<file path="src/design/gott_pkg.sv">
// Package: constants and types for the gated object track table.
package gott_pkg;
  localparam int TABLE_SLOTS_DEF = 16;
  localparam int GATE_RESET = 35;
  localparam int EXPIRY_RESET = 500;
  localparam logic CFG_GATE = 1'b0;
  localparam logic CFG_EXPIRY = 1'b1;
  localparam logic KIND_DET = 1'b0;
  localparam logic KIND_EOF = 1'b1;
  typedef struct packed {
    logic signed [10:0] x;
    logic signed [10:0] y;
    logic [13:0] d;
  } det_t;
endpackage

</file>
<file path="src/design/gated_object_track_table_core.sv">
// Top level: per-frame gated track table with a sequenced association pass.
// A detection request is buffered while idle if a pending entry is free. An
// end-of-frame request runs a sequencer that visits each live slot and
// compares it to the buffered detections until the first unused one inside
// the gate, one compare per cycle through a single gate comparator, then
// places unmatched detections in free slots, finds the nearest track and
// emits the results. Results come out one per cycle for slots
// 0..TABLE_SLOTS-1 on out_valid; the receiver cannot stall.
// busy is high from acceptance of end of frame and drops as the last result
// appears on out_valid.
module gated_object_track_table_core
  import gott_pkg::*;
(
  input  logic clk,
  input  logic rst_n,
  input  logic start,
  output logic busy,
  input  logic in_kind,
  input  logic signed [10:0] in_det_x,
  input  logic signed [10:0] in_det_y,
  input  logic [13:0] in_det_distance,
  input  logic [11:0] in_frame_ms,
  input  logic cfg_valid,
  output logic cfg_ready,
  input  logic cfg_index,
  input  logic [15:0] cfg_data,
  output logic out_valid,
  output logic [3:0] out_slot,
  output logic out_slot_valid,
  output logic [7:0] out_track_id,
  output logic signed [10:0] out_pos_x,
  output logic signed [10:0] out_pos_y,
  output logic [13:0] out_distance,
  output logic out_predicted,
  output logic [3:0] out_nearest_slot,
  output logic out_last
);
  localparam int TABLE_SLOTS = TABLE_SLOTS_DEF;
  localparam int SW = $clog2(TABLE_SLOTS);
  localparam int CW = $clog2(TABLE_SLOTS + 1);

  localparam logic [2:0] ST_IDLE = 3'd0, ST_TRK = 3'd1, ST_CMP = 3'd2,
                         ST_NEW = 3'd3, ST_NEAR = 3'd4, ST_OUT = 3'd5;

  logic [2:0] st_r;
  logic [7:0] gate_r;
  logic [15:0] expiry_r;
  logic [11:0] fms_r;
  logic [CW-1:0] pcnt_r;
  logic [7:0] idc_r;
  logic [SW-1:0] s_r;
  logic [CW-1:0] j_r;
  logic [TABLE_SLOTS-1:0] tv_r, tp_r, pm_r;
  logic [7:0] tid_r [TABLE_SLOTS];
  det_t tdet_r [TABLE_SLOTS];
  logic [15:0] lost_r [TABLE_SLOTS];
  det_t pend_r [TABLE_SLOTS];
  logic [SW-1:0] near_r;
  logic [13:0] best_r;
  logic best_ok_r;

  logic [SW-1:0] jidx;
  det_t tc, pc;
  logic signed [12:0] g13, dx, dy;
  logic hit;
  logic [16:0] lsum;

  assign jidx = j_r[SW-1:0];
  assign tc = tdet_r[s_r];
  assign pc = pend_r[jidx];
  assign g13 = $signed({5'd0, gate_r});
  assign dx = 13'(signed'(pc.x)) - 13'(signed'(tc.x));
  assign dy = 13'(signed'(pc.y)) - 13'(signed'(tc.y));
  assign hit = !pm_r[jidx] && dx >= -g13 && dx < g13 && dy >= -g13 && dy < g13;
  assign lsum = {1'b0, lost_r[s_r]} + {5'd0, fms_r};

  assign busy = (st_r != ST_IDLE);
  assign cfg_ready = (st_r == ST_IDLE);

  always_ff @(posedge clk) begin
    if (!rst_n) begin
      st_r <= ST_IDLE;
      gate_r <= 8'(GATE_RESET);
      expiry_r <= 16'(EXPIRY_RESET);
      pcnt_r <= '0;
      idc_r <= '0;
      tv_r <= '0;
      tp_r <= '0;
      pm_r <= '0;
      out_valid <= 1'b0;
      s_r <= '0;
      j_r <= '0;
    end else begin
      out_valid <= (st_r == ST_OUT);
      if (cfg_valid && cfg_ready) begin
        if (cfg_index == CFG_GATE) gate_r <= cfg_data[7:0];
        else expiry_r <= cfg_data;
      end
      case (st_r)
        ST_IDLE: begin
          if (start) begin
            if (in_kind == KIND_DET) begin
              if (pcnt_r < CW'(TABLE_SLOTS)) begin
                pend_r[pcnt_r[SW-1:0]] <= '{in_det_x, in_det_y, in_det_distance};
                pm_r[pcnt_r[SW-1:0]] <= 1'b0;
                pcnt_r <= pcnt_r + CW'(1);
              end
            end else begin
              fms_r <= in_frame_ms;
              s_r <= '0;
              st_r <= ST_TRK;
            end
          end
        end
        ST_TRK: begin
          j_r <= '0;
          if (!tv_r[s_r]) begin
            if (s_r == SW'(TABLE_SLOTS - 1)) begin st_r <= ST_NEW; s_r <= '0; end
            else s_r <= s_r + SW'(1);
          end else if (tp_r[s_r] && lost_r[s_r] > expiry_r) begin
            tv_r[s_r] <= 1'b0;
            if (s_r == SW'(TABLE_SLOTS - 1)) begin st_r <= ST_NEW; s_r <= '0; end
            else s_r <= s_r + SW'(1);
          end else st_r <= ST_CMP;
        end
        ST_CMP: begin
          if (j_r < pcnt_r && hit) begin
            tdet_r[s_r] <= pc;
            lost_r[s_r] <= '0;
            tp_r[s_r] <= 1'b0;
            pm_r[jidx] <= 1'b1;
          end else if (j_r >= pcnt_r) begin
            tp_r[s_r] <= 1'b1;
            lost_r[s_r] <= lsum[16] ? 16'hFFFF : lsum[15:0];
          end
          if (j_r < pcnt_r && !hit) j_r <= j_r + CW'(1);
          else begin
            if (s_r == SW'(TABLE_SLOTS - 1)) begin st_r <= ST_NEW; s_r <= '0; end
            else begin s_r <= s_r + SW'(1); st_r <= ST_TRK; end
            j_r <= '0;
          end
        end
        ST_NEW: begin
          // s_r: free-slot scan, j_r: pending scan
          if (j_r >= pcnt_r) begin
            st_r <= ST_NEAR; s_r <= '0; best_ok_r <= 1'b0;
            near_r <= SW'(TABLE_SLOTS - 1);
          end else if (pm_r[jidx]) j_r <= j_r + CW'(1);
          else if (tv_r[s_r]) begin
            if (s_r == SW'(TABLE_SLOTS - 1)) begin
              st_r <= ST_NEAR; s_r <= '0; best_ok_r <= 1'b0;
              near_r <= SW'(TABLE_SLOTS - 1);
            end else s_r <= s_r + SW'(1);
          end else begin
            idc_r <= idc_r + 8'd1;
            tv_r[s_r] <= 1'b1;
            tp_r[s_r] <= 1'b0;
            tid_r[s_r] <= idc_r + 8'd1;
            tdet_r[s_r] <= pc;
            lost_r[s_r] <= '0;
            j_r <= j_r + CW'(1);
          end
        end
        ST_NEAR: begin
          if (tv_r[s_r] && (!best_ok_r || tc.d < best_r)) begin
            best_r <= tc.d; best_ok_r <= 1'b1; near_r <= s_r;
          end
          if (s_r == SW'(TABLE_SLOTS - 1)) begin st_r <= ST_OUT; s_r <= '0; end
          else s_r <= s_r + SW'(1);
        end
        ST_OUT: begin
          out_slot <= 4'(s_r);
          out_slot_valid <= tv_r[s_r];
          out_track_id <= tv_r[s_r] ? tid_r[s_r] : '0;
          out_pos_x <= tv_r[s_r] ? tc.x : '0;
          out_pos_y <= tv_r[s_r] ? tc.y : '0;
          out_distance <= tv_r[s_r] ? tc.d : '0;
          out_predicted <= tv_r[s_r] && tp_r[s_r];
          out_last <= (s_r == SW'(TABLE_SLOTS - 1));
          out_nearest_slot <= (s_r == SW'(TABLE_SLOTS - 1)) ? 4'(near_r) : '0;
          if (s_r == SW'(TABLE_SLOTS - 1)) begin
            st_r <= ST_IDLE; pcnt_r <= '0; pm_r <= '0;
          end else s_r <= s_r + SW'(1);
        end
        default: st_r <= ST_IDLE;
      endcase
    end
  end

  a_cfg_idle: assert property (@(posedge clk) disable iff (!rst_n)
    cfg_ready |-> !busy) else $error("cfg taken while busy");
  a_out_busy: assert property (@(posedge clk) disable iff (!rst_n)
    (st_r == ST_OUT) |=> out_valid) else $error("missing result");
  a_last_idle: assert property (@(posedge clk) disable iff (!rst_n)
    (out_valid && out_last) |-> !busy) else $error("busy after last");
  a_pcnt: assert property (@(posedge clk) disable iff (!rst_n)
    pcnt_r <= CW'(TABLE_SLOTS)) else $error("pending overflow");
endmodule

</file>
<file path="config.mk">
export PLATFORM = sky130hd
export DESIGN_NAME = gated_object_track_table_core
export DESIGN_NICKNAME = d
export VERILOG_FILES = /design/src/design/gott_pkg.sv /design/src/design/gated_object_track_table_core.sv
export SDC_FILE = /design/constraint.sdc
export NUM_CORES = 2
export LEC_CHECK = 0
export ABC_AREA = 1
export BUFFER_PORTS_ARGS = -buffer_cell sky130_fd_sc_hd__buf_4
export CAP_MARGIN = 25
export CORE_ASPECT_RATIO = 0.7
export CORE_UTILIZATION = 65
export DETAILED_ROUTE_END_ITERATION = 8
export PLACE_DENSITY_LB_ADDON = 0.05
export SKIP_CTS_REPAIR_TIMING = 1
export SYNTH_ARGS = -nofsm -noshare
export SYNTH_HDL_FRONTEND = slang
export SYNTH_SLANG_ARGS = --single-unit
</file>
<file path="constraint.sdc">
create_clock -name clk -period 12.3 [get_ports clk]
set_input_delay 2.46 -clock clk [delete_from_list [all_inputs] [get_ports clk]]
set_output_delay 2.46 -clock clk [all_outputs]
set_load 0.03 [all_outputs]
</file>
==> results.md <==
* Final setup TNS at 0 ns
* Post-Syn Area at 0.0732 mm^2
* Highest-delay cell along the critical path: buf_4
* Fraction of layout cells with a size suffix above 1 at under 10%
* Fin crit share at 67.4%
* Most common cell on crit path: nand2_1
* Avg WL per Cell at 24.1 um
* Layout Cells excl Fill at between 7000 and 8000
* Gr usage total at approximately a third
* Arrival time worst endpoint at 8.68 ns
* Netlist cell types at 48
* Die footprint at 0.114 mm^2
* DR iter-0 viols at just over 6000
* Peak supply drop at around 150 uV
* Post-route ant nets at 0
* HPWL Detailed at ~100000 um
* Most frequent cells after synthesis: 1622 x edfxtp_1, 636 x inv_1, 621 x o21ai_0, 539 x a21oi_1, 447 x nand2_1
* Core ar. at between 0.1 and 0.15 mm^2
* Num CTS Buffers at roughly 160
* Worst-skew pair later-pin latency at approximately 0.8 ns
* Pre-CTS setup slack at ~4.1 ns
* Top FF cell, synth: edfxtp_1
* Number of synthesized flops with an enable pin at between 1500 and 2000
* Max-slew violations at 0
* Routed via count at approximately 46000
* Post-Syn Nets at between 5000 and 6000
* Area growth syn-to-layout at 10.5%
* Synth area leaders: edfxtp_1 67%, mux2i_1 4.8%, o21ai_0 4.2%
* Clk buf depth at 3
* Status: completed
* Detailed Routing Iterations Pass 1 at 5
* Final min period at ~8.3 ns
* CP Max Fanout at 71
* Final GP Congestion at about 0.9
* Seq cells post-synth at ~1700
* Leakage power figure at between 20 and 30 nW
* Placed instance area at approximately 0.076 mm^2
* Initial antenna violation count at 5
* Worst setup EP type: register
* Global-route wire length before repair at between 200000 and 300000 um
* Placed insts at 7191
* Post-Route Utilization at about 73%
* Final setup margin at between 4 and 5 ns
* Critical path launch point type: register
* Achievable Freq at roughly 120 MHz
* Syn. warnings at 0
* Total power at between 10 and 15 mW
* Synth async-reset ratio at 0%
* Post-synthesis sequential area ratio at just under 70%
* Most frequent cell after synthesis: edfxtp_1
* Cell count after synthesis at around 5800
* Pin count of the biggest net entering global routing at between 200 and 250
* I/O pins at about 130
* Endpoints failing hold at 0
* FP Rows at slightly above 100
* TritonCTS Sinks at approximately 1700
* Measured slew at the worst slew-check pin at 1.42 ns
* Die width at between 400 and 500 um
* RSZ-0062 raised after global routing: false
* Clock transition at path regs at about 0.06 ns
* # port buffers at 127
* Power Density at 178 mW/mm^2
* CTS tree: yes
* Final setup vio count at 0
* Post-route DRC at 0
* Synth top area share at between 60% and 70%
* Worst EP required at about 13 ns
* Detailed-route wire length at between 150000 and 200000 um
* Die Y at between 200 and 300 um
* Hold crit path type: reg -> reg
* Grt total ovfl at 0
* Skew final at around 0.038 ns
* CTS Root Cell: clkbuf_16
* Max_cap viols at 0
* CP Class: reg -> reg
* Fin nets at 6042
* Yosys top cell by area: edfxtp_1
* Via density at 6.18
* Final instance area at about 0.08 mm^2
* Starting density of the core at approximately two thirds
* Critical path's largest stage delay at 0.77 ns
* Slew HR at 5.27%
* Syn Area/Cell at between 10 and 15 um^2
* Hold_ws at between 0.4 and 0.5 ns
* Vias in the first global route at between 40000 and 50000
* H-tree depth at 4
-- cell usage in the layout, fill, tap and decap left out, types with 120 or more instances in the layout --
cell type  count
a21oi_1      536
nand3_1      175
mux2i_1      348
edfxtp_1    1622
nor2_1       219
buf_4        240
clkbuf_16    166
inv_1        632
o211ai_1     356
ha_1         120
nand2_1      447
o21ai_0      621
-- where the power goes --
group          switching, mW  internal, mW
registers             0.0755          6.60
logic                   2.00         0.943
clock network           2.13          2.68
total                   4.20          10.2
-- worst max-delay path: cells and delay by family, from the launching register on --
| kind | cells | cell delay (ns) |
|---|---|---|
| AND/OR/NAND/NOR | 18 | 3.21 |
| buffers and inverters | 5 | 2.29 |
| adder cells (fa/ha/maj) | 2 | 0.87 |
| AO/OA/AOI/OAI | 6 | 0.78 |
| flip-flops | 1 | 0.68 |
-- layout make-up --
class                      count  area, um^2
antenna                        1        2.50
clock buffer                 217        4400
clock inverter                72         638
fill                        7396       30200
inverter                     651        2450
multi-input combinational   3063       18800
sequential                  1728       50900
tap                         1508        1890
timing repair buffer         247        1920
-- metal layers --
metal | part of all wire (%) | track usage (%)
met3 | 11 | 6.21
met4 | 1.8 | 7.75
met1 | 44 | 49.1
met5 | 0.033 | 0
met2 | 44 | 46.1
-- sequential cells by signal, indices dropped and copies added, names as in the netlist, 5 cells and up, named ones only --
register and count:
out_pos_x 11, tid_r 128, idc_r 8, out_pos_y 11, tdet_r 576, fms_r 12
best_r 14, out_track_id 8, out_distance 14, pend_r 576, pcnt_r 5, j_r 5
lost_r 256, expiry_r 16, gate_r 8, pm_r 16
-- final timing paths --
| check | start | end | slack (ns) | cells after the start |
|---|---|---|---|---|
| setup / recovery | register | tdet_r[15][14] | 4.01 | 31 |
| hold / removal | register | register | 0.45 | 2 |
| setup reg to reg | register | tdet_r[15][14] | 4.01 | 31 |
| hold reg to reg | register | register | 0.45 | 2 |
-- cells by family (layout without fill, tap and decap cells) --
family,Yosys count,in the layout,share of synthesized area (%)
flip-flops,1728,1728,69.4
XOR/XNOR,35,35,0.419
AND/OR/NAND/NOR,940,940,5.43
buffers and inverters,980,1187,5.32
other,0,1,0
AO/OA/AOI/OAI,1617,1617,12.5
adder cells (fa/ha/maj),123,123,2.13
multiplexers,348,348,4.76
No activity file was read; power rests on OpenSTA's default activity.
